===== src/rtl/core/srwin_pkg.sv =====
// ----------------------------------------------------------------------------
// srwin_pkg
// Shared constants and types of the selective-repeat receive window.
// ----------------------------------------------------------------------------
package srwin_pkg;

    // Field widths of a frame request and of a result.
    localparam int SEQ_W = 8;
    localparam int TAG_W = 32;
    localparam int LEN_W = 11;

    // Sequence space and the length clamp follow from the fixed field widths.
    localparam int SEQ_SPACE       = 256;
    localparam int MAX_FRAME_BYTES = 2047;

    // Default number of receive slots.
    localparam int WINDOW_DEF = 8;

    // Stream bus packing.
    localparam int IN_PAYLOAD_W  = SEQ_W + TAG_W + LEN_W;
    localparam int IN_TDATA_W    = ((IN_PAYLOAD_W + 7) / 8) * 8;
    localparam int OUT_PAYLOAD_W = TAG_W + LEN_W + SEQ_W;
    localparam int OUT_TDATA_W   = ((OUT_PAYLOAD_W + 7) / 8) * 8;
    localparam int OUT_TUSER_W   = 2;

    // Bit positions of the input fields in s_axis_tdata.
    localparam int IN_SEQ_LSB = 0;
    localparam int IN_TAG_LSB = SEQ_W;
    localparam int IN_LEN_LSB = SEQ_W + TAG_W;

    // Bit positions of the result flags in m_axis_tuser.
    localparam int TUSER_DELIVERED = 0;
    localparam int TUSER_ACCEPTED  = 1;

    // One buffered frame as it sits in the slot memory.
    typedef struct packed {
        logic [LEN_W-1:0] len;
        logic [TAG_W-1:0] tag;
    } entry_t;

    // Result payload, lowest field in the lowest bits.
    typedef struct packed {
        logic [SEQ_W-1:0] next_expected;
        logic [LEN_W-1:0] len;
        logic [TAG_W-1:0] tag;
    } out_payload_t;

endpackage


===== src/rtl/core/srwin_ram.sv =====
// ----------------------------------------------------------------------------
// srwin_ram
// Simple dual-port RAM: one write port, one read port with registered data.
// ----------------------------------------------------------------------------
module srwin_ram #(
    parameter int WIDTH = 8,
    parameter int DEPTH = 8
) (
    input  logic                                      aclk,
    input  logic                                      wr_en,
    input  logic [((DEPTH > 1) ? $clog2(DEPTH) : 1)-1:0] wr_addr,
    input  logic [WIDTH-1:0]                          wr_data,
    input  logic [((DEPTH > 1) ? $clog2(DEPTH) : 1)-1:0] rd_addr,
    output logic [WIDTH-1:0]                          rd_data
);

    logic [WIDTH-1:0] mem [DEPTH];
    logic [WIDTH-1:0] rd_data_reg;

    always_ff @(posedge aclk) begin
        if (wr_en) begin
            mem[wr_addr] <= wr_data;
        end
        rd_data_reg <= mem[rd_addr];
    end

    assign rd_data = rd_data_reg;

endmodule


===== src/rtl/core/selective_repeat_reorder_window.sv =====
// ----------------------------------------------------------------------------
// selective_repeat_reorder_window
// Receive side of a selective-repeat window that reorders arriving frames.
// ----------------------------------------------------------------------------
// Each request on the s_axis channel is one arriving frame. A frame whose
// sequence number lies within WINDOW numbers at or after next_expected is
// accepted and buffered in its slot, unless that slot already holds a frame,
// in which case the new copy is dropped. Frames outside the window change
// nothing. After every frame the block releases on m_axis, in order, each
// frame that is now contiguous from next_expected, one result per frame, and
// advances next_expected past it. When nothing is released, a single status
// result is given instead. m_axis_tlast marks the final result of a frame.
//
// Timing: s_axis_tready is high only while no frame is in work. A frame that
// releases nothing passes through ST_SCAN alone; each released frame costs a
// read of the slot RAM in ST_SCAN and a load of its result in ST_EMIT.
// m_axis_tvalid rises once the result register is loaded, in ST_SCAN for a
// status result and in ST_EMIT for a released frame; ST_SCAN waits while a
// previous result is still stalled.
//
// Reset (aresetn low at a clock edge) empties the window and clears
// next_expected to zero; the slot RAM needs no clearing, as a slot is read
// only once its occupied bit is set. When the receiver holds m_axis_tready
// low, the result register keeps its request and the release scan waits.
// ----------------------------------------------------------------------------
module selective_repeat_reorder_window #(
    parameter int WINDOW = srwin_pkg::WINDOW_DEF
) (
    input  logic                                 aclk,
    input  logic                                 aresetn,

    input  logic                                 s_axis_tvalid,
    output logic                                 s_axis_tready,
    // sequence_number[7:0], frame_tag[39:8], frame_length[50:40], zero fill
    input  logic [srwin_pkg::IN_TDATA_W-1:0]     s_axis_tdata,

    output logic                                 m_axis_tvalid,
    input  logic                                 m_axis_tready,
    // delivered_tag[31:0], delivered_length[42:32], next_expected_out[50:43],
    // zero fill
    output logic [srwin_pkg::OUT_TDATA_W-1:0]    m_axis_tdata,
    // delivered[0], accepted[1]
    output logic [srwin_pkg::OUT_TUSER_W-1:0]    m_axis_tuser,
    output logic                                 m_axis_tlast
);

    localparam int SLOT_W  = (WINDOW > 1) ? $clog2(WINDOW) : 1;
    localparam int ENTRY_W = $bits(srwin_pkg::entry_t);
    localparam int PAD_W   = srwin_pkg::OUT_TDATA_W - srwin_pkg::OUT_PAYLOAD_W;

    typedef enum logic [2:0] {
        ST_IDLE = 3'b001,
        ST_SCAN = 3'b010,
        ST_EMIT = 3'b100
    } state_t;

    state_t                            state_reg, state_next;
    logic                              acc_reg, acc_next;
    logic [SLOT_W-1:0]                 head_reg, head_next;
    logic [srwin_pkg::SEQ_W-1:0]       next_exp_reg, next_exp_next;
    logic [WINDOW-1:0]                 present_reg, present_next;
    logic                              last_pend_reg, last_pend_next;

    logic                              out_valid_reg, out_valid_next;
    srwin_pkg::out_payload_t           out_data_reg, out_data_next;
    logic [srwin_pkg::OUT_TUSER_W-1:0] out_user_reg, out_user_next;
    logic                              out_last_reg, out_last_next;

    // Input fields.
    logic [srwin_pkg::SEQ_W-1:0]       in_seq;
    logic [srwin_pkg::TAG_W-1:0]       in_tag;
    logic [srwin_pkg::LEN_W-1:0]       in_len;
    logic [srwin_pkg::LEN_W-1:0]       in_len_sat;
    logic [srwin_pkg::SEQ_W-1:0]       in_dist;
    logic                              in_acc;
    logic [SLOT_W:0]                   slot_sum;
    logic [SLOT_W-1:0]                 in_slot;

    logic [SLOT_W-1:0]                 head_inc;
    logic                              out_free;

    logic                              ram_we;
    srwin_pkg::entry_t                 ram_wdata;
    srwin_pkg::entry_t                 ram_rdata;
    logic [ENTRY_W-1:0]                ram_rdata_raw;

    assign in_seq = s_axis_tdata[srwin_pkg::IN_SEQ_LSB +: srwin_pkg::SEQ_W];
    assign in_tag = s_axis_tdata[srwin_pkg::IN_TAG_LSB +: srwin_pkg::TAG_W];
    assign in_len = s_axis_tdata[srwin_pkg::IN_LEN_LSB +: srwin_pkg::LEN_W];

    assign in_len_sat = (in_len > srwin_pkg::LEN_W'(srwin_pkg::MAX_FRAME_BYTES))
                      ? srwin_pkg::LEN_W'(srwin_pkg::MAX_FRAME_BYTES) : in_len;

    // The sequence space spans the whole field, so the distance wraps for free.
    assign in_dist = in_seq - next_exp_reg;
    assign in_acc  = in_dist < srwin_pkg::SEQ_W'(WINDOW);

    // The head slot tracks next_expected mod WINDOW; an in-window frame sits
    // fewer than WINDOW slots past it, so one conditional subtract wraps it.
    // When the window straddles the end of the sequence space, an in-window
    // frame past the wrap has a number below WINDOW, which is its own slot.
    assign slot_sum = {1'b0, head_reg} + {1'b0, in_dist[SLOT_W-1:0]};
    assign in_slot  = (in_seq < next_exp_reg) ? in_seq[SLOT_W-1:0]
                    : (slot_sum >= (SLOT_W + 1)'(WINDOW))
                    ? SLOT_W'(slot_sum - (SLOT_W + 1)'(WINDOW))
                    : slot_sum[SLOT_W-1:0];

    // next_expected wrapping back to zero restarts the head at slot zero.
    assign head_inc = (next_exp_reg == '1 || head_reg == SLOT_W'(WINDOW - 1))
                    ? '0 : head_reg + 1'b1;

    assign out_free = !out_valid_reg || m_axis_tready;

    assign ram_wdata = '{len: in_len_sat, tag: in_tag};
    assign ram_rdata = srwin_pkg::entry_t'(ram_rdata_raw);

    srwin_ram #(
        .WIDTH (ENTRY_W),
        .DEPTH (WINDOW)
    ) u_slot_ram (
        .aclk    (aclk),
        .wr_en   (ram_we),
        .wr_addr (in_slot),
        .wr_data (ram_wdata),
        .rd_addr (head_reg),
        .rd_data (ram_rdata_raw)
    );

    always_comb begin
        state_next     = state_reg;
        acc_next       = acc_reg;
        head_next      = head_reg;
        next_exp_next  = next_exp_reg;
        present_next   = present_reg;
        last_pend_next = last_pend_reg;
        out_valid_next = out_valid_reg;
        out_data_next  = out_data_reg;
        out_user_next  = out_user_reg;
        out_last_next  = out_last_reg;
        ram_we         = 1'b0;

        if (out_valid_reg && m_axis_tready) begin
            out_valid_next = 1'b0;
        end

        unique case (state_reg)
            ST_IDLE: begin
                if (s_axis_tvalid) begin
                    acc_next = in_acc;
                    // A duplicate leaves the buffered copy in place.
                    if (in_acc && !present_reg[in_slot]) begin
                        ram_we                = 1'b1;
                        present_next[in_slot] = 1'b1;
                    end
                    state_next = ST_SCAN;
                end
            end
            ST_SCAN: begin
                if (out_free) begin
                    if (acc_reg && present_reg[head_reg]) begin
                        // Release the head slot; the RAM read is under way.
                        present_next[head_reg] = 1'b0;
                        head_next              = head_inc;
                        next_exp_next          = next_exp_reg + 1'b1;
                        last_pend_next         = !present_reg[head_inc] ||
                                                 (head_inc == head_reg);
                        state_next             = ST_EMIT;
                    end else begin
                        // Nothing to release: one status result.
                        out_valid_next = 1'b1;
                        out_data_next  = '{next_expected: next_exp_reg,
                                           len: '0, tag: '0};
                        out_user_next  = '0;
                        out_user_next[srwin_pkg::TUSER_ACCEPTED] = acc_reg;
                        out_last_next  = 1'b1;
                        state_next     = ST_IDLE;
                    end
                end
            end
            ST_EMIT: begin
                // The result register was freed when the read was issued.
                out_valid_next = 1'b1;
                out_data_next  = '{next_expected: next_exp_reg,
                                   len: ram_rdata.len, tag: ram_rdata.tag};
                out_user_next  = '0;
                out_user_next[srwin_pkg::TUSER_DELIVERED] = 1'b1;
                out_user_next[srwin_pkg::TUSER_ACCEPTED]  = 1'b1;
                out_last_next  = last_pend_reg;
                state_next     = last_pend_reg ? ST_IDLE : ST_SCAN;
            end
            default: begin
                state_next = ST_IDLE;
            end
        endcase
    end

    always_ff @(posedge aclk) begin
        if (!aresetn) begin
            state_reg     <= ST_IDLE;
            acc_reg       <= 1'b0;
            head_reg      <= '0;
            next_exp_reg  <= '0;
            present_reg   <= '0;
            last_pend_reg <= 1'b0;
            out_valid_reg <= 1'b0;
        end else begin
            state_reg     <= state_next;
            acc_reg       <= acc_next;
            head_reg      <= head_next;
            next_exp_reg  <= next_exp_next;
            present_reg   <= present_next;
            last_pend_reg <= last_pend_next;
            out_valid_reg <= out_valid_next;
        end
    end

    always_ff @(posedge aclk) begin
        out_data_reg <= out_data_next;
        out_user_reg <= out_user_next;
        out_last_reg <= out_last_next;
    end

    assign s_axis_tready = (state_reg == ST_IDLE);
    assign m_axis_tvalid = out_valid_reg;
    assign m_axis_tdata  = {{PAD_W{1'b0}}, out_data_reg};
    assign m_axis_tuser  = out_user_reg;
    assign m_axis_tlast  = out_last_reg;

endmodule


===== config.mk =====
export PLATFORM = sky130hd
export DESIGN_NAME = selective_repeat_reorder_window
export DESIGN_NICKNAME = d
export VERILOG_FILES = /design/src/rtl/core/srwin_pkg.sv /design/src/rtl/core/srwin_ram.sv /design/src/rtl/core/selective_repeat_reorder_window.sv
export SDC_FILE = /design/constraint.sdc
export NUM_CORES = 1
export LEC_CHECK = 0
export ABC_CLOCK_PERIOD_IN_PS = 24700
export BUFFER_PORTS_ARGS = -buffer_cell sky130_fd_sc_hd__buf_2
export CORE_ASPECT_RATIO = 1.75
export CORE_UTILIZATION = 60
export CTS_CLUSTER_DIAMETER = 100
export DETAILED_ROUTE_END_ITERATION = 12
export PLACE_DENSITY = 0.88
export SLEW_MARGIN = 5
export SYNTH_ARGS = -nofsm -noshare
export SYNTH_HDL_FRONTEND = slang
export SYNTH_SLANG_ARGS = --single-unit
export TNS_END_PERCENT = 100

===== constraint.sdc =====
create_clock -name aclk -period 24.7 [get_ports aclk]
set_clock_uncertainty 0.2 [all_clocks]
set_input_delay 4.94 -clock aclk [delete_from_list [all_inputs] [get_ports aclk]]
set_output_delay 4.94 -clock aclk [all_outputs]
set_load 0.03 [all_outputs]

======== Word level (Yosys, flattened, before mapping) ========
Memories as Yosys holds them, arrays and structs flattened. A register that Yosys moved wholly into a read port is not among the register bits.
Index checks and enable logic that the tools add are counted.
word-level totals
  register bits ........................... 79
  output and inout port bits .............. 61
  input port bits ......................... 60
  RAM bits ................................ 344
  word-level logic and storage cells ...... 101
  memories ................................ 1
memory list
  memory          words  bits a word  read ports  clocked after Yosys merged registers in  write ports  line             source
  u_slot_ram.mem  8      43           1           1                                        1            srwin_ram.sv:17  logic [WIDTH-1:0] mem [DEPTH];
operators by class
  muxes and demuxes ....................... 42
  magnitude comparators ................... 9
  reductions and logical operators ........ 18
  bitwise operators ....................... 3
  equality and inequality tests ........... 11
  add/sub/neg operators ................... 5
operator list
  operator                                               number
  2-to-1 mux 51 bit                                      2
  one-hot mux 51 bit (2 select lines)                    1
  2-to-1 mux 8 bit                                       4
  2-to-1 mux 3 bit                                       6
  one-hot mux 8 bit (2 select lines)                     1
  2-to-1 mux 1 bit                                       15
  < comparator 3 x 4 -> 1 bit, second input constant     3
  greater-than comparator 11 bit, second input constant  1
  2-to-1 mux 11 bit                                      1
  binary-select mux 1 bit (select 3 bit)                 3
  one-hot mux 3 bit (3 select lines)                     1
  adder 8 x 1 -> 8 bit, second input constant            1
  AND 8 bit                                              1
  equality test 8 bit, second input constant             1
  < comparator 8 x 4 -> 1 bit, second input constant     1
  < comparator 8 bit                                     1
  != test 2 bit, second input constant                   4
  NOT 8 bit                                              1
  bitwise OR 8 bit                                       1
  subtractor 8 bit                                       1
  demux 1 bit (select 3 bit)                             2
  equality test 3 bit, second input constant             2
  >= comparator 3 x 1 -> 1 bit, second input constant    2
  2-to-1 mux 2 bit                                       3
  17 further kinds                                       29

======== Depth between registers and ports, before layout ========
  depth in word-level cells ............... 14
  depth in mapped cells ................... 13
  depth with buffers taken out ............ 12

======== Hierarchy ========
From an unflattened synthesis, not the netlist that was laid out.
unflattened totals
  cell total of the unflattened synthesis .. 919
  area, all modules ....................... 18044.8 um^2
by module, submodules not included
  module                           area an instance (um^2)  cells each  instances
  srwin_ram                        14027.2                  554         1
  selective_repeat_reorder_window  4017.6                   365         1

======== Worst setup path before layout ========
OpenSTA, ideal clock, no wires.
  kind .................................... in2reg
  from .................................... input port s_axis_tdata[0] (netlist name)
  to ...................................... memory u_slot_ram.mem[0][0] (netlist name), enable pin
  stages on the path ...................... 10
  setup slack ............................. 12.873 ns
  required time ........................... 23.947 ns
  arrival time ............................ 11.073 ns
  setup time .............................. 0.553 ns
  path through ............................ inv_1 -> ha_1 -> fa_1 -> inv_1 -> fa_1 -> xnor2_1 -> xnor2_1 -> mux2i_1 -> o41ai_1 -> nor4_1
on the way
  longest elaborated chain between the ends .. 14
  elaborated cells on any way between the ends .. 17
  those cells by class .................... add/sub (3); order compare (3); mux (9); reduce/logical (2)
ends and longest elaborated chain
  element                                                                  line                                                                            source
  start, declared                                                          selective_repeat_reorder_window.sv:35                                           input logic [srwin_pkg::IN_TDATA_W-1:0] s_axis_tdata,
  subtractor 8 bit                                                         selective_repeat_reorder_window.sv:95                                           assign in_dist = in_seq - next_exp_reg;
  adder 3 x 3 -> 4 bit                                                     selective_repeat_reorder_window.sv:102                                          assign slot_sum = {1'b0, head_reg} + {1'b0, in_dist[SLOT_W-1:0]};
  >= comparator 4 bit / subtractor 3 x 1 -> 3 bit (equally long branches)  selective_repeat_reorder_window.sv:104, selective_repeat_reorder_window.sv:105
  2-to-1 mux 3 bit                                                         selective_repeat_reorder_window.sv:105                                          ? SLOT_W'(slot_sum - (SLOT_W + 1)'(WINDOW))
  2-to-1 mux 3 bit                                                         selective_repeat_reorder_window.sv:103                                          assign in_slot = (in_seq < next_exp_reg) ? in_seq[SLOT_W-1:0]
  binary-select mux 1 bit (select 3 bit)                                   selective_repeat_reorder_window.sv:151                                          if (in_acc && !present_reg[in_slot]) begin
  2-to-1 mux 1 bit (implied by the code)                                   selective_repeat_reorder_window.sv:151
  zero test 1 bit                                                          selective_repeat_reorder_window.sv:151
  logical AND 1 bit                                                        selective_repeat_reorder_window.sv:151
  2-to-1 mux 1 bit                                                         selective_repeat_reorder_window.sv:151
  2-to-1 mux 1 bit                                                         selective_repeat_reorder_window.sv:148                                          if (s_axis_tvalid) begin
  2-to-1 mux 1 bit                                                         selective_repeat_reorder_window.sv:146                                          unique case (state_reg)
  2-to-1 mux 1 bit                                                         srwin_ram.sv:21                                                                 if (wr_en) begin
  2-to-1 mux 1 bit (implied by the code)                                   srwin_ram.sv:22                                                                 mem[wr_addr] <= wr_data;
  end, declared                                                            srwin_ram.sv:17
Parallel ways exist; a longest one is shown, timed or not. The select of a mux whose other input is x is not followed.

======== Worst setup path in the final report ========
  from .................................... input port s_axis_tdata[0] (netlist name)
  to ...................................... memory u_slot_ram.mem[7][12] (netlist name), enable pin
Same word-level chain as after synthesis.

==> results.json <==
{
  "fmax_mhz": 109,
  "avgRoutedWirePerCell_um": 23.9,
  "route.detailed.drc": 0,
  "synthFlopType": "edfxtp_1",
  "p_per_area_nw_per_um2": 76.4,
  "track_usage_pct": 25.9,
  "dr.pass1.iters": 6,
  "rsz0062_at_grt": "no",
  "synth_xor_area_share_pct": 0.559,
  "layout_commonest_cell": "edfxtp_1",
  "cts_buffers": 38,
  "hold_path.class": "flip-flop to flip-flop",
  "numPortBuffers": 110,
  "drt-total-wl_mm": 37.4,
  "floorplan.rows": 81,
  "start_util_pct": 61.4,
  "place.gp.congestion": 0.837,
  "avgSynthCellArea_um2": 16.3,
  "cts_setup_buffers": 0,
  "pin_count": 121,
  "worstHoldStart": "u_slot_ram.mem[4][27]$_DFFE_PP_",
  "min_to": "u_slot_ram.rd_data[27]$_DFF_P_",
  "synth-simple-area-share_pct": 6.79,
  "fin_nets": 1233,
  "setup_viol": 0,
  "period_share_pct": 37.2,
  "vias": 9997,
  "power_mw": 1.49,
  "cts_hold_buffers": 0,
  "grt_pass1_vias": 10009,
  "core_area_um2": 28100,
  "cp-end-kind": "flip-flop",
  "required_ns": 24.68,
  "postSynthCellCount": 1057,
  "grt_pass1_wl_mm": 55.4,
  "mostFrequentLayoutCells": "edfxtp_1, buf_2, a22oi_1",
  "r2r_start": "next_exp_reg[0]$_SDFFE_PN0P_",
  "antenna_found_initial": 3,
  "drive_gt1_share_pct": 18.5,
  "synth_fa_ha_area_share_pct": 1.18,
  "synth.distinct_cells": 62,
  "worstPathMaxFanout": 43,
  "synth_top_family_by_area": "compound AO/OA/AOI/OAI gates",
  "drt_iter0_markers": 1411,
  "synth_seq_cells": 466,
  "worstPathArrival_ns": 9.18,
  "slew_headroom_pct": 36.9,
  "r2r_end": "u_slot_ram.mem[7][12]$_DFFE_PP_",
  "hpwl_mm": 20.2,
  "worstSkewPairLatency_ns": 0.55,
  "path_class": "primary input to flip-flop",
  "clk_root_buffer_cell": "clkbuf_16",
  "dieWidth_um": 130,
  "outcome": "completed",
  "cts_tree": "done",
  "report.final.hold_viol_count": 0,
  "cts_resized": 0,
  "start_kind": "primary input",
  "tns_ns": 0,
  "reg2reg_depth": 12,
  "seq_area_frac_synth_pct": 77.3,
  "cts_max_path_buffers": 3,
  "fin_area_um2": 19400,
  "grt_max_degree": 50,
  "synthMuxAreaShare_pct": 2.44,
  "path_clk_slew_ns": 0.07,
  "whs_path_depth": 2,
  "synth_warnings": 0,
  "irDropWorstVdd_mv": 0.0596,
  "synth_compound_area_share_pct": 9.63,
  "largest_reg_flops": 344,
  "synth_edf_count": 398,
  "vias_per_cell": 6.39,
  "p_leak_nw": 6.65,
  "antenna_left": 0,
  "async_reset_ff_share_pct": 0,
  "area_growth_pct": 12.9,
  "final-max-slew-violation-count": 0,
  "die_h_um": 226,
  "cts.htree.levels": 2,
  "placed_area_um2": 18200,
  "maxCapViolCount": 0,
  "dieArea_um2": 29400,
  "tightest_slew_ns": 0.946,
  "reg2reg_slack_ns": 19.71,
  "syn-cell-area_um2": 17200,
  "grt_overflow": 0,
  "post-route-min-period_ns": 9.20,
  "clock-sinks": 466
}
[how the worst max path moves through the flow]
stage | from | slack, ns | cells after the start | endpoint
after floorplan | s_axis_tdata[0] | 12.87 | 10 | u_slot_ram.mem[0][0]$_DFFE_PP_
after global placement | s_axis_tdata[0] | 15.11 | 14 | u_slot_ram.mem[7][12]$_DFFE_PP_
after detailed placement | s_axis_tdata[0] | 15.00 | 14 | u_slot_ram.mem[7][4]$_DFFE_PP_
after CTS | s_axis_tdata[0] | 15.55 | 14 | u_slot_ram.mem[7][8]$_DFFE_PP_
after global routing | s_axis_tdata[0] | 15.29 | 14 | u_slot_ram.mem[7][12]$_DFFE_PP_
final | s_axis_tdata[0] | 15.50 | 14 | u_slot_ram.mem[7][12]$_DFFE_PP_
[worst max-delay path, cell delays in order]
cell	delay [ns]
buf_2	0.11
inv_1	0.08
ha_1	0.22
fa_1	0.49
inv_1	0.06
fa_1	0.40
xnor2_1	0.16
xnor2_1	0.40
nor2_1	0.08
mux2i_1	0.49
nor2b_1	0.09
or4b_1	0.71
nor4_4	0.31
buf_4	0.60
[synthesized netlist by cell type (3+ instances only)]
library cell  number  share of area [%]
o21ai_0           12               0.35
ha_1              13               0.94
nor2b_1            9               0.33
dfxtp_1           68                7.9
a221oi_1           8               0.41
edfxtp_1         398                 69
and3_1             3               0.11
a31oi_1            6               0.22
nor4_1             4               0.15
nor3b_1            3               0.13
clkbuf_1          54                1.2
mux2_2            14               0.92
buf_1              9               0.20
mux2i_1           24                1.4
nor3_1             9               0.26
a221o_1            3               0.17
a21oi_1           27               0.78
o21a_1             3               0.13
a22oi_1          107                4.7
o211a_1            6               0.35
nand3b_1           4               0.17
nor2_1            37               0.81
inv_1             16               0.35
a222oi_1          12               0.70
nand3_1           14               0.41
nand2b_1           8               0.29
buf_4              5               0.22
buf_2              3              0.087
nand4_1           27               0.98
nand2_1           38               0.83
and2_1            48                1.7
xnor2_1           10               0.51
a22o_1            18               0.92
[routing by layer]
layer	share of wire, %	vias up	global-route usage [%]
li1	-	4344	-
met1	34	4888	30.1
met2	52	633	43.8
met3	9.1	130	4.67
met4	4.9	2	16.7
met5	0.027	-	0
[cell families (layout without fill, tap and decap cells)]
kind of cell / after synthesis / in the layout
fa+ha+maj: 15 / 15
compound gates: 221 / 221
mux: 39 / 39
xor+xnor: 11 / 11
flops: 466 / 466
simple gates: 215 / 215
buf+inv: 89 / 216
other cells: 1 / 9
[area by class of cell]
cell class | instances | area (um^2)
Clock inverter | 18 | 193
Timing Repair Buffer | 129 | 693
Tap cell | 373 | 467
Clock buffer | 52 | 1060
Antenna cell | 4 | 10.0
Multi-Input combinational cell | 506 | 3640
Inverter | 17 | 63.8
Sequential cell | 466 | 13300
Fill cell | 1648 | 8620
[power by group]
part           switching [mW]  internal (mW)  total [mW]  leakage, nW
Clock                   0.266          0.337       0.603        0.604
Sequential           0.000879          0.853       0.854         4.24
Combinational          0.0209        0.00881      0.0298         1.81
Total                   0.288           1.20        1.49         6.65
[per-stage QoR]
step / util, % / instances / setup WS (ns) / hold WS, ns
2_1_floorplan: - / 1061 / 12.87 / 0.235
3_3_place_gp: 64.8 / 1491 / 15.11 / 0.244
3_5_place_dp: 64.8 / 1491 / 15.00 / 0.257
4_1_cts: 69.2 / 1561 / 15.55 / 0.278
5_1_grt: 69.3 / 1563 / 15.29 / 0.295
6_report: 69.3 / 1565 / 15.50 / 0.275
No activity file was read; power rests on OpenSTA's default activity.
